[src/ifpd_pkg.sv]
`default_nettype none

package ifpd_pkg;

  localparam int unsigned MaxLen = 11;

  typedef logic [MaxLen-1:0][7:0] win_t;

  localparam logic [7:0] OpIncA  = 8'h18;
  localparam logic [7:0] OpIncB  = 8'h19;
  localparam logic [7:0] OpInt   = 8'h84;
  localparam logic [7:0] OpExit  = 8'h6F;
  localparam logic [7:0] OpRetn  = 8'h6E;
  localparam logic [7:0] OpRet   = 8'h6D;
  localparam logic [7:0] OpCall  = 8'h6C;
  localparam logic [7:0] OpBrLo  = 8'h60;
  localparam logic [7:0] OpBrHi  = 8'h70;

  typedef enum logic [4:0] {
    FormNone      = 5'd0,
    FormIncDec    = 5'd1,
    FormInt       = 5'd2,
    FormExitImm   = 5'd3,
    FormExitReg   = 5'd4,
    FormRetn      = 5'd5,
    FormRet       = 5'd6,
    FormCall      = 5'd7,
    FormBranch    = 5'd8,
    FormRegBranch = 5'd9,
    FormThreeRegs = 5'd10,
    FormRegImmReg = 5'd11,
    FormTwoRegs   = 5'd12,
    FormImmReg    = 5'd13,
    FormOneReg    = 5'd14,
    FormImm       = 5'd15,
    FormUnknown   = 5'd16
  } form_e;

  typedef struct packed {
    logic sel_in;  // window includes the incoming word
    logic append;  // store incoming word
    logic retire;  // incoming word completes an instruction
    logic step;    // resolve one result at end of buffer
  } cmd_t;

  typedef struct packed {
    logic good;    // complete instruction at window head
    logic last;    // this step empties the buffer
  } sts_t;

  function automatic logic [1:0] reg_count(input logic [7:0] mode);
    logic [1:0] sub;
    sub = {1'b0, mode[5]} + {1'b0, mode[4]};
    if (mode[7:6] > sub) begin
      return mode[7:6] - sub;
    end
    return 2'd0;
  endfunction

  function automatic logic [3:0] insn_len(input logic [7:0] mode);
    return 4'd2 + (mode[3] ? 4'd3 : 4'd0) + {2'b00, reg_count(mode)}
         + (mode[5] ? 4'd4 : 4'd0);
  endfunction

endpackage

`default_nettype wire

[src/ifpd_in_if.sv]
`default_nettype none

interface ifpd_in_if;
  logic       valid;
  logic       ready;
  logic [7:0] code_byte;
  logic       end_of_buffer;

  modport source (output valid, output code_byte, output end_of_buffer, input ready);
  modport sink   (input valid, input code_byte, input end_of_buffer, output ready);
endinterface

`default_nettype wire

[src/ifpd_out_if.sv]
`default_nettype none

interface ifpd_out_if;
  logic               valid;
  logic               ready;
  logic               is_error;
  logic [31:0]        insn_address;
  logic [3:0]         insn_length;
  logic [7:0]         opcode;
  logic [7:0]         mode_byte;
  logic [23:0]        ext_classes;
  logic [7:0]         reg_first;
  logic [7:0]         reg_second;
  logic [7:0]         reg_third;
  logic signed [31:0] immediate;
  logic [4:0]         operand_form;

  modport source (
    output valid, input ready,
    output is_error, output insn_address, output insn_length, output opcode,
    output mode_byte, output ext_classes, output reg_first, output reg_second,
    output reg_third, output immediate, output operand_form
  );
  modport sink (
    input valid, output ready,
    input is_error, input insn_address, input insn_length, input opcode,
    input mode_byte, input ext_classes, input reg_first, input reg_second,
    input reg_third, input immediate, input operand_form
  );
endinterface

`default_nettype wire

[src/ifpd_ctrl.sv]
`default_nettype none

module ifpd_ctrl import ifpd_pkg::*; (
  input  wire  logic clk_i,
  input  wire  logic rst_ni,
  input  wire  logic in_valid_i,
  input  wire  logic end_of_buffer_i,
  output logic       in_ready_o,
  output logic       out_valid_o,
  input  wire  logic out_ready_i,
  input  wire  sts_t sts_i,
  output cmd_t       cmd_o
);

  localparam logic StAccept = 1'b0;
  localparam logic StDrain  = 1'b1;

  logic state_q, state_d;
  logic out_valid_q, out_valid_d;
  logic slot_free, acc, load;

  assign slot_free  = !out_valid_q || out_ready_i;
  assign in_ready_o = (state_q == StAccept) && slot_free;
  assign acc        = in_valid_i && in_ready_o;

  always_comb begin
    cmd_o.sel_in = (state_q == StAccept);
    cmd_o.append = acc && (end_of_buffer_i || !sts_i.good);
    cmd_o.retire = acc && !end_of_buffer_i && sts_i.good;
    cmd_o.step   = (state_q == StDrain) && slot_free;
  end

  assign load = cmd_o.retire || cmd_o.step;

  always_comb begin
    state_d = state_q;
    unique case (state_q)
      StAccept: begin
        if (acc && end_of_buffer_i) state_d = StDrain;
      end
      StDrain: begin
        if (cmd_o.step && sts_i.last) state_d = StAccept;
      end
      default: state_d = StAccept;
    endcase
  end

  always_comb begin
    if (load) begin
      out_valid_d = 1'b1;
    end else if (out_ready_i) begin
      out_valid_d = 1'b0;
    end else begin
      out_valid_d = out_valid_q;
    end
  end

  always_ff @(posedge clk_i or negedge rst_ni) begin
    if (!rst_ni) begin
      state_q     <= StAccept;
      out_valid_q <= 1'b0;
    end else begin
      state_q     <= state_d;
      out_valid_q <= out_valid_d;
    end
  end

  assign out_valid_o = out_valid_q;

endmodule

`default_nettype wire

[src/ifpd_datapath.sv]
`default_nettype none

module ifpd_datapath import ifpd_pkg::*; (
  input  wire  logic        clk_i,
  input  wire  logic        rst_ni,
  input  wire  logic        cfg_we_i,
  input  wire  logic [31:0] cfg_wdata_i,
  input  wire  logic [7:0]  code_byte_i,
  input  wire  cmd_t        cmd_i,
  output sts_t              sts_o,
  output logic              is_error_o,
  output logic [31:0]       insn_address_o,
  output logic [3:0]        insn_length_o,
  output logic [7:0]        opcode_o,
  output logic [7:0]        mode_byte_o,
  output logic [23:0]       ext_classes_o,
  output logic [7:0]        reg_first_o,
  output logic [7:0]        reg_second_o,
  output logic [7:0]        reg_third_o,
  output logic signed [31:0] immediate_o,
  output logic [4:0]        operand_form_o
);

  logic [31:0] base_q;
  win_t        buf_q, buf_d;
  logic [3:0]  cnt_q, cnt_d;
  logic [31:0] off_q, off_d;

  win_t        view;
  logic [3:0]  vcnt;
  logic [7:0]  op, mode;
  logic [3:0]  len, shamt, rem;
  logic [1:0]  nregs;
  logic [3:0]  rbase, ipos;
  logic        good;
  logic [7:0]  rv [3];
  logic [31:0] imm;
  logic [23:0] ext;
  form_e       form;
  logic        load;

  always_comb begin
    for (int i = 0; i < MaxLen; i++) begin
      if (cmd_i.sel_in && (cnt_q == 4'(i))) begin
        view[i] = code_byte_i;
      end else begin
        view[i] = buf_q[i];
      end
    end
  end

  assign vcnt  = cmd_i.sel_in ? cnt_q + 4'd1 : cnt_q;
  assign op    = view[0];
  assign mode  = view[1];
  assign len   = insn_len(mode);
  assign nregs = reg_count(mode);
  assign good  = (vcnt >= 4'd2) && (len <= vcnt);
  assign shamt = good ? len : 4'd1;
  assign rem   = vcnt - shamt;
  assign rbase = mode[3] ? 4'd5 : 4'd2;
  assign ipos  = rbase + {2'b00, nregs};
  assign ext   = mode[3] ? {view[2], view[3], view[4]} : 24'd0;
  assign imm   = mode[5] ? {view[ipos + 4'd3], view[ipos + 4'd2],
                            view[ipos + 4'd1], view[ipos]} : 32'd0;

  always_comb begin
    for (int k = 0; k < 3; k++) begin
      rv[k] = (2'(k) < nregs) ? view[rbase + 4'(k)] : 8'd0;
    end
  end

  always_comb begin
    priority if (mode[7:6] == 2'd0)           form = FormNone;
    else if (op == OpIncA || op == OpIncB)    form = FormIncDec;
    else if (op == OpInt)                     form = FormInt;
    else if (op == OpExit)                    form = mode[5] ? FormExitImm : FormExitReg;
    else if (op == OpRetn)                    form = FormRetn;
    else if (op == OpRet)                     form = FormRet;
    else if (op == OpCall)                    form = FormCall;
    else if (op >= OpBrLo && op <= OpBrHi)    form = (nregs == 2'd0) ? FormBranch
                                                                     : FormRegBranch;
    else if (nregs == 2'd3 && !mode[5])       form = FormThreeRegs;
    else if (nregs == 2'd2 && mode[5])        form = FormRegImmReg;
    else if (nregs == 2'd2)                   form = FormTwoRegs;
    else if (nregs == 2'd1 && mode[5])        form = FormImmReg;
    else if (nregs == 2'd1)                   form = FormOneReg;
    else if (mode[5])                         form = FormImm;
    else                                      form = FormUnknown;
  end

  assign sts_o.good = good;
  assign sts_o.last = (rem == 4'd0);
  assign load       = cmd_i.retire || cmd_i.step;

  always_comb begin
    buf_d = buf_q;
    cnt_d = cnt_q;
    off_d = off_q;
    if (cmd_i.append) begin
      buf_d = view;
      cnt_d = vcnt;
    end
    if (cmd_i.retire) begin
      cnt_d = 4'd0;
      off_d = off_q + {28'd0, len};
    end
    if (cmd_i.step) begin
      for (int i = 0; i < MaxLen; i++) begin
        if (5'(i) + {1'b0, shamt} < 5'(MaxLen)) begin
          buf_d[i] = buf_q[4'(i) + shamt];
        end
      end
      if (sts_o.last) begin
        cnt_d = 4'd0;
        off_d = 32'd0;
      end else begin
        cnt_d = rem;
        off_d = off_q + {28'd0, shamt};
      end
    end
  end

  always_ff @(posedge clk_i or negedge rst_ni) begin
    if (!rst_ni) begin
      base_q <= 32'd0;
      cnt_q  <= 4'd0;
      off_q  <= 32'd0;
    end else begin
      if (cfg_we_i) base_q <= cfg_wdata_i;
      cnt_q <= cnt_d;
      off_q <= off_d;
    end
  end

  always_ff @(posedge clk_i) begin
    buf_q <= buf_d;
    if (load) begin
      is_error_o     <= !good;
      insn_address_o <= base_q + off_q;
      insn_length_o  <= shamt;
      opcode_o       <= op;
      mode_byte_o    <= good ? mode : 8'd0;
      ext_classes_o  <= good ? ext : 24'd0;
      reg_first_o    <= good ? rv[0] : 8'd0;
      reg_second_o   <= good ? rv[1] : 8'd0;
      reg_third_o    <= good ? rv[2] : 8'd0;
      immediate_o    <= good ? signed'(imm) : 32'sd0;
      operand_form_o <= good ? 5'(form) : 5'(FormNone);
    end
  end

endmodule

`default_nettype wire

[src/instruction_field_predecoder_top.sv]
// Instruction field predecoder.
// in_if carries one code byte per word plus an end_of_buffer flag; out_if
// carries one decoded instruction (or a one-byte error) per word. cfg_we_i /
// cfg_wdata_i write base_address; write it only while the block is idle.
// Throughput: one input word per cycle while the output is free and no drain
// runs. A word that completes an instruction loads the output register at
// its accept edge, so the result is valid the next cycle. A word with
// end_of_buffer set starts a drain that resolves the buffered bytes in the
// single decode window, one result per cycle while the receiver takes them;
// no input is taken meanwhile; offsets restart at base_address afterward.
// Reset clears the byte count, offset, base_address and output valid.
// When the receiver stalls, the result holds in the output register and
// input is refused until it is taken; a word is still accepted in the same
// cycle a waiting result leaves.
`default_nettype none

module instruction_field_predecoder_top import ifpd_pkg::*; (
  input  wire logic        clk_i,
  input  wire logic        rst_ni,
  input  wire logic        cfg_we_i,
  input  wire logic [31:0] cfg_wdata_i,
  ifpd_in_if.sink          in_if,
  ifpd_out_if.source       out_if
);

  cmd_t cmd;
  sts_t sts;

  ifpd_ctrl u_ctrl (
    .clk_i           (clk_i),
    .rst_ni          (rst_ni),
    .in_valid_i      (in_if.valid),
    .end_of_buffer_i (in_if.end_of_buffer),
    .in_ready_o      (in_if.ready),
    .out_valid_o     (out_if.valid),
    .out_ready_i     (out_if.ready),
    .sts_i           (sts),
    .cmd_o           (cmd)
  );

  ifpd_datapath u_datapath (
    .clk_i          (clk_i),
    .rst_ni         (rst_ni),
    .cfg_we_i       (cfg_we_i),
    .cfg_wdata_i    (cfg_wdata_i),
    .code_byte_i    (in_if.code_byte),
    .cmd_i          (cmd),
    .sts_o          (sts),
    .is_error_o     (out_if.is_error),
    .insn_address_o (out_if.insn_address),
    .insn_length_o  (out_if.insn_length),
    .opcode_o       (out_if.opcode),
    .mode_byte_o    (out_if.mode_byte),
    .ext_classes_o  (out_if.ext_classes),
    .reg_first_o    (out_if.reg_first),
    .reg_second_o   (out_if.reg_second),
    .reg_third_o    (out_if.reg_third),
    .immediate_o    (out_if.immediate),
    .operand_form_o (out_if.operand_form)
  );

endmodule

`default_nettype wire

[src/flat_wrapper.sv]
// flat-port wrapper written by rule: the top's interface ports become plain ports
module instruction_field_predecoder_top_flat import ifpd_pkg::*;
  (clk_i, rst_ni, cfg_we_i, cfg_wdata_i, in_if_valid, in_if_code_byte, in_if_end_of_buffer, in_if_ready, out_if_valid, out_if_ready, out_if_is_error, out_if_insn_address, out_if_insn_length, out_if_opcode, out_if_mode_byte, out_if_ext_classes, out_if_reg_first, out_if_reg_second, out_if_reg_third, out_if_immediate, out_if_operand_form);
  ifpd_in_if in_if_i ();
  ifpd_out_if out_if_i ();
  input  wire logic clk_i;
  input  wire logic rst_ni;
  input  wire logic cfg_we_i;
  input  wire logic [31:0] cfg_wdata_i;
  input wire logic [$bits(in_if_i.valid)-1:0] in_if_valid;
  input wire logic [$bits(in_if_i.code_byte)-1:0] in_if_code_byte;
  input wire logic [$bits(in_if_i.end_of_buffer)-1:0] in_if_end_of_buffer;
  output wire logic [$bits(in_if_i.ready)-1:0] in_if_ready;
  output wire logic [$bits(out_if_i.valid)-1:0] out_if_valid;
  input wire logic [$bits(out_if_i.ready)-1:0] out_if_ready;
  output wire logic [$bits(out_if_i.is_error)-1:0] out_if_is_error;
  output wire logic [$bits(out_if_i.insn_address)-1:0] out_if_insn_address;
  output wire logic [$bits(out_if_i.insn_length)-1:0] out_if_insn_length;
  output wire logic [$bits(out_if_i.opcode)-1:0] out_if_opcode;
  output wire logic [$bits(out_if_i.mode_byte)-1:0] out_if_mode_byte;
  output wire logic [$bits(out_if_i.ext_classes)-1:0] out_if_ext_classes;
  output wire logic [$bits(out_if_i.reg_first)-1:0] out_if_reg_first;
  output wire logic [$bits(out_if_i.reg_second)-1:0] out_if_reg_second;
  output wire logic [$bits(out_if_i.reg_third)-1:0] out_if_reg_third;
  output wire logic [$bits(out_if_i.immediate)-1:0] out_if_immediate;
  output wire logic [$bits(out_if_i.operand_form)-1:0] out_if_operand_form;
  assign in_if_i.valid = in_if_valid;
  assign in_if_i.code_byte = in_if_code_byte;
  assign in_if_i.end_of_buffer = in_if_end_of_buffer;
  assign in_if_ready = in_if_i.ready;
  assign out_if_valid = out_if_i.valid;
  assign out_if_i.ready = out_if_ready;
  assign out_if_is_error = out_if_i.is_error;
  assign out_if_insn_address = out_if_i.insn_address;
  assign out_if_insn_length = out_if_i.insn_length;
  assign out_if_opcode = out_if_i.opcode;
  assign out_if_mode_byte = out_if_i.mode_byte;
  assign out_if_ext_classes = out_if_i.ext_classes;
  assign out_if_reg_first = out_if_i.reg_first;
  assign out_if_reg_second = out_if_i.reg_second;
  assign out_if_reg_third = out_if_i.reg_third;
  assign out_if_immediate = out_if_i.immediate;
  assign out_if_operand_form = out_if_i.operand_form;
  instruction_field_predecoder_top u_core (.clk_i(clk_i), .rst_ni(rst_ni), .cfg_we_i(cfg_we_i), .cfg_wdata_i(cfg_wdata_i), .in_if(in_if_i), .out_if(out_if_i));
endmodule
[config.mk]
export PLATFORM = sky130hd
export DESIGN_NAME = instruction_field_predecoder_top_flat
export DESIGN_NICKNAME = d
export VERILOG_FILES = /design/src/ifpd_pkg.sv /design/src/ifpd_in_if.sv /design/src/ifpd_out_if.sv /design/src/ifpd_ctrl.sv /design/src/ifpd_datapath.sv /design/src/instruction_field_predecoder_top.sv /design/src/flat_wrapper.sv
export SDC_FILE = /design/constraint.sdc
export NUM_CORES = 1
export LEC_CHECK = 0
export BUFFER_PORTS_ARGS = -buffer_cell sky130_fd_sc_hd__buf_4
export CORE_MARGIN = 2
export CORE_UTILIZATION = 55
export DETAILED_ROUTE_END_ITERATION = 12
export GPL_TIMING_DRIVEN = 0
export MAX_ROUTING_LAYER = met4
export PLACE_DENSITY = 0.74
export SYNTH_ARGS = -nofsm -noshare
export SYNTH_HDL_FRONTEND = slang
export SYNTH_HIERARCHICAL = 1
export SYNTH_SLANG_ARGS = --single-unit
[constraint.sdc]
create_clock -name clk_i -period 23.3 [get_ports clk_i]
set_clock_uncertainty 0.2 [all_clocks]
set_input_delay 3.495 -clock clk_i [delete_from_list [all_inputs] [get_ports clk_i]]
set_output_delay 3.495 -clock clk_i [all_outputs]
set_load 0.01 [all_outputs]
### After elaboration in Yosys (flattened, before gate mapping)

Cells that the tools add are included.

* output and inout bits: 140
* input bits: 46
* memories kept: 0
* RAM bits: 0
* bits in registers: 296
* bits in latches: 0
* ROM bits: 0
* word-level logic and storage cells: 266

* $add $sub $neg: 36
* mux-type cells: 95
* eq/ne operators: 20
* bitwise logic cells: 2
* reduce and logical (&&, ||, !) cells: 47
* shift-type cells: 0
* divide/modulo/power cells: 0
* multiply operators: 0
* $lt $le $gt $ge: 37

Operator list (number)
* binary-select mux 8 bit (select 4 bit): 18
* two-way mux 8 bit: 40
* two-way mux 88 bit: 2
* two-way mux 32 bit: 3
* less-than comparator 4 x 5 -> 1 bit (second input constant): 17
* adder 32 x 4 -> 32 bit: 2
* two-way mux 5 bit: 11
* less-than comparator 5 x 4 -> 1 bit (second input constant): 10
* adder 32 bit: 1
* == test 8 x 7 -> 1 bit (second input constant): 4
* logical AND 1 bit: 24
* two-way mux 4 bit: 6
* adder 3 x 4 -> 5 bit (first input constant): 4
* adder 3 x 4 -> 4 bit (first input constant): 4
* == test 4 x 3 -> 1 bit (second input constant): 4
* == test 8 x 5 -> 1 bit (second input constant): 2
* adder 4 x 4 -> 5 bit (first input constant): 3
* adder 4 bit (first input constant): 3
* == test 4 bit (second input constant): 3
* adder 2 x 4 -> 5 bit (first input constant): 2
* AND reduction 2 bit: 5
* two-way mux 3 bit: 3
* adder 2 x 4 -> 4 bit (first input constant): 2
* adder 3 x 2 -> 4 bit: 2
* 38 further kinds: 62

### Depth between registers and ports, before layout

* word-level depth: 20
* mapped depth: 34
* mapped depth without buffers: 29

### Cells and area by module

The synthesis kept the hierarchy.

Modules (own cells, without submodules)
* ifpd_datapath: area an instance 23060.9 um^2, instances 1, cells each 2419, sequential area each 7607.3 um^2
* ifpd_ctrl: area an instance 125.1 um^2, instances 1, cells each 13, sequential area each 50.0 um^2

### Least setup slack after synthesis

No wires, ideal clock.

* path kind: in2reg
* start point: input port in_if_code_byte[5]
* end point: register u_core.u_datapath.ext_classes_o[0] (enable)
* stages on the path: 26
* required time: 21.775 ns
* library setup time: 1.325 ns
* arrival time: 11.539 ns
* path buffers: 7
* setup slack: 10.237 ns
* path through: clkbuf_1 -> mux2i_1 -> inv_1 -> ha_1 -> ha_1 -> inv_1 -> fa_1 -> nor2b_1 -> clkbuf_1 -> ha_1 -> fa_1 -> clkbuf_1 -> inv_2 -> buf_1 -> ha_1 -> nor2b_1 -> o211a_1 -> o21a_1 -> nor2_1 -> buf_2 -> buf_4 -> nor2b_1 -> and3_1 -> clkbuf_1 -> nor2_1 -> clkinv_1

RTL lines
* start: declaration: line flat_wrapper.sv:11 `input wire logic [$bits(in_if_i.code_byte)-1:0] in_if_code_byte;`
* end signal: assignment: line ifpd_datapath.sv:143 `ext_classes_o <= good ? ext : 24'd0;`
* end: declaration: line ifpd_datapath.sv:16 `output logic [23:0] ext_classes_o,`

==> implementation parameters <==
Parameter                              Value

Global route
  Global-route usage over all layers ... a little under half
  Global-route wire length before repair ... between 100 and 150 mm
  Number of antenna violations at the first check in global routing ... 3
  Overall overflow remaining after global route ... 0
  Vias in the first global route ... about 21k
  Pin count of the biggest net entering global routing ... ~120

CTS
  Number of H-tree branching levels ... 2
  Sink Count ... between 200 and 300
  Clock root buffer ... clkbuf_16
  Number of resized instances in the post-cts repair step ... 0
  Post-CTS Repair Setup Buffers ... 0
  Num CTS Buffers ... 37
  Buffer depth of the longest clock path ... 3
  CTS hold repair buffers ... 0
  Clock latency on the worst-skew pair ... approximately 0.60 ns
  Clock tree from TritonCTS ... done
  Clock-pin slew on the worst setup and hold paths ... 0.05 ns

STA
  Transition time of the tightest slew-check pin ... 1.38 ns
  Max Clk Rate ... between 60 and 70 MHz
  Final count of hold timing violations ... 0
  RSZ-0062 raised after global routing ... no
  Clock period minus final worst setup slack ... 14.37 ns
  Share of the clock period used by the worst path ... 61.7%
  Max_slew headroom ... around 5.7%
  Count of pins over their slew limit ... 0
  Final setup violation count ... 0
  Setup TNS Final ... 0 ns

Critical path
  Slowest cell delay on critical path ... 1.06 ns
  Largest fanout on the critical path ... 13
  Crit path DAT ... roughly 15 ns
  Endpoint required time on the critical path ... 23.61 ns
  Slack of the worst reg-to-reg path ... about 11 ns
  CP Class ... input port to flop
  Slowest CP cell ... mux2i_1
  Critical path capture point type ... flop
  Reg-to-reg critical path startpoint ... u_core/u_ctrl/state_q
  Crit path launch type ... input port
  Worst reg2reg endpoint ... u_core/u_datapath/buf_q[13]
  Most Frequent Cell on Critical Path ... clkbuf_1
  Number of cell instances on the worst register-to-register path ... 34

Floorplanning
  I/O pins ... between 150 and 200
  Starting Density ... 55.5%
  Width of the die ... 209 um
  Number of core rows ... between 70 and 80
  Overall die height ... about 210 um
  Core box area ... roughly 42000 um2
  Area enclosed by the die boundary ... ~44000 um2

Job
  Number of violations of the max-capacitance limit ... 0

Placement
  Hpwl dp ... between 70 and 80 mm
  Post-place instance area ... roughly 25000 um2
  Routability congestion estimate from global placement ... between 1 and 1.5
  Number of buffers inserted by port buffering ... approximately 180
  Dpl cells ... 3150

Routing
  Total length of routed wires ... approximately 99 mm
  Length of routed wiring on met1 ... approximately 38 mm
  Post-route DRC ... 0
  Average wire per cell in the routed design ... between 30 and 40 um
  Total length of routed met3 wires ... approximately 14 mm
  Number of vias per cell ... approximately 7
  Highest metal layer used by the detailed router ... met4
  Total vias in the final route ... ~23k
  Amount of wire on met2 after detailed routing ... a little under 40 mm
  DR pass1 iterations ... 7
  DRT iter0 DRCs ... about 3.5k
  Remaining antenna violation count after routing ... 0

Cells and area
  Signed area change from the synthesized netlist to the final layout ... 14.1%
  Nets@finish ... between 2k and 3k
  Design Area, Final ... 26500 um2
  Layout Cells excl Fill ... around 3.2k
  Ratio of cells with drive above 1 in the final layout ... 18.6%
  Fillers ... 3500

Yosys
  Warnings from Yosys ... 6
  Synthesized netlist net count ... 2558
  Gate Count Post-Synth ... between 2k and 2.5k
  Mean post-synth cell area ... ~9.5 um2
  Mapped cell area ... approximately 23000 um2
  Share of flip-flops with an asynchronous set or reset after synthesis ... 23.6%
  Number of library cell types mapped by synthesis ... 98
  Number of enable flip-flop cells after synthesis ... ~140
  Flip-flop cell with the highest count after synthesis ... edfxtp_1
  Yosys reg bits ... 296
  Part of the Yosys area used for sequential elements ... between 30% and 40%

Run status
  Outcome ... finished clean

Worst hold path
  Class of the tightest hold or removal check ... flop to flop
  Hold Path End ... u_core/u_datapath/base_q[30]
  Min-Delay Startpoint ... u_core/u_datapath/base_q[30]
  Instance count along the most critical hold path ... 1
worst max-delay path by stage:
stage / start / to / cells after the start
after detailed placement: in_if_code_byte[5] / u_core/u_datapath/buf_q[8] / 31
after floorplan: in_if_code_byte[5] / u_core/u_datapath/ext_classes_o[0] / 26
after global placement: in_if_code_byte[5] / u_core/u_datapath/reg_third_o[1] / 26
after CTS: in_if_code_byte[5] / u_core/u_datapath/buf_q[13] / 31
after global routing: in_if_code_byte[5] / u_core/u_datapath/buf_q[13] / 31
final: in_if_code_byte[5] / u_core/u_datapath/buf_q[13] / 31
cell usage in the layout (no fill, tap or decap), types with 21 or more instances in the layout:
| cell type | n |
|---|---|
| nand2_1 | 172 |
| o22ai_1 | 26 |
| nand3_1 | 67 |
| clkbuf_16 | 37 |
| clkbuf_1 | 117 |
| a211oi_1 | 67 |
| dfxtp_1 | 88 |
| buf_4 | 183 |
| o21ai_0 | 77 |
| edfxtp_1 | 138 |
| dfrtp_1 | 70 |
| nor2_1 | 193 |
| and3_1 | 32 |
| xor2_1 | 29 |
| ha_1 | 74 |
| mux2_2 | 115 |
| nor2b_1 | 24 |
| mux2i_1 | 329 |
| buf_2 | 44 |
| a21oi_1 | 190 |
| o2bb2ai_1 | 25 |
| o211ai_1 | 21 |
| xnor2_1 | 42 |
| a22oi_1 | 52 |
| mux4_2 | 46 |
| nor3_1 | 47 |
| a21o_1 | 25 |
| a31oi_1 | 33 |
| inv_1 | 52 |
final cells by class:
| cell class | count | area [um2] | area share, % |
|---|---|---|---|
| multi-input combinational | 1895 | 14500 | 55.0 |
| clock buffer | 46 | 1010 | 3.82 |
| tap | 539 | 674 | 2.55 |
| buffer | 179 | 746 | 2.82 |
| antenna | 7 | 17.5 | 0.0662 |
| inverter | 62 | 240 | 0.908 |
| timing repair buffer | 179 | 1360 | 5.16 |
| clock inverter | 22 | 198 | 0.747 |
| sequential | 296 | 7660 | 28.9 |
worst max-delay path: cells and delay by family:
family / cells / cell delay, ns
buf+inv: 14 / 5.19
fa+ha+maj: 7 / 2.78
mux: 3 / 1.55
compound gates: 3 / 0.84
simple gates: 4 / 0.73
metrics by stage:
step,hold WS (ns),worst slack [ns],utilization (%)
6_report,0.318,8.93,63.3
5_1_grt,0.330,8.84,63.3
4_1_cts,0.320,9.45,63.3
3_5_place_dp,0.304,8.84,60.4
3_3_place_gp,0.300,6.50,60.3
2_1_floorplan,0.287,10.24,-
logic make-up (layout without fill, tap and decap cells):
kind of cell,Yosys count,after routing,synth area share [%]
buffers and inverters,241,488,4.23
other,0,7,0
and+or+nand+nor,645,645,13.5
xor gates and xnor gates,75,75,3.01
adders and majority gates,81,81,4.55
DFF,296,296,33.0
muxes,491,491,24.3
AOI/OAI and AO/OA,603,603,17.3
flip-flops by register name (all words and copies together), names as in the netlist:
register / flops
u_core/u_datapath/mode_byte_o: 8
u_core/u_datapath/buf_q: 88
u_core/u_datapath/operand_form_o: 5
u_core/u_ctrl/state_q: 1
u_core/u_datapath/reg_second_o: 8
u_core/u_datapath/immediate_o: 32
u_core/u_ctrl/out_valid_o: 1
u_core/u_datapath/reg_first_o: 8
u_core/u_datapath/is_error_o: 1
u_core/u_datapath/ext_classes_o: 24
u_core/u_datapath/insn_address_o: 32
u_core/u_datapath/cnt_q: 4
u_core/u_datapath/base_q: 32
u_core/u_datapath/reg_third_o: 8
u_core/u_datapath/opcode_o: 8
u_core/u_datapath/off_q: 32
u_core/u_datapath/insn_length_o: 4
synthesized netlist by cell type, types with 6 or more instances:
library cell | instances | share of area (%)
o21ai_1 | 6 | 0.13
nor3_1 | 47 | 1.0
ha_1 | 74 | 4.0
edfxtp_1 | 138 | 18
nand2_1 | 172 | 2.8
dfrtp_1 | 70 | 7.6
o21ai_0 | 77 | 1.7
a221o_1 | 9 | 0.39
nand3_1 | 67 | 1.4
fa_1 | 6 | 0.52
a21o_1 | 25 | 0.81
clkbuf_1 | 113 | 1.8
buf_1 | 17 | 0.28
o21a_1 | 11 | 0.36
a22oi_1 | 52 | 1.7
nor2b_1 | 24 | 0.65
and3_1 | 32 | 0.86
xor2_1 | 29 | 1.1
nand2b_1 | 18 | 0.49
nand4_1 | 13 | 0.35
inv_1 | 52 | 0.84
o2bb2ai_1 | 25 | 0.94
or2_2 | 7 | 0.19
o22ai_1 | 26 | 0.70
mux2i_1 | 329 | 14
nor2_1 | 193 | 3.1
a21oi_1 | 190 | 4.1
a211oi_1 | 67 | 2.2
and2_1 | 18 | 0.49
xnor2_1 | 42 | 1.6
buf_2 | 44 | 0.95
a31oi_1 | 33 | 0.89
mux2_2 | 115 | 5.6
mux4_2 | 46 | 4.5
a211o_1 | 8 | 0.30
inv_2 | 7 | 0.11
nor4_1 | 10 | 0.27
dfxtp_1 | 88 | 7.6
o211ai_1 | 21 | 0.68
routing by layer:
| metal | vias up | global-route usage (%) |
|---|---|---|
| li1 | 9589 | - |
| met1 | 10800 | 60.7 |
| met2 | 1844 | 61.1 |
| met3 | 405 | 14.4 |
| met4 | 0 | 28.1 |
| met5 | - | - |
Power is left out: the tool's default activity adds up to more than one toggle a clock period on the data nets, which glitch-free logic cannot reach.
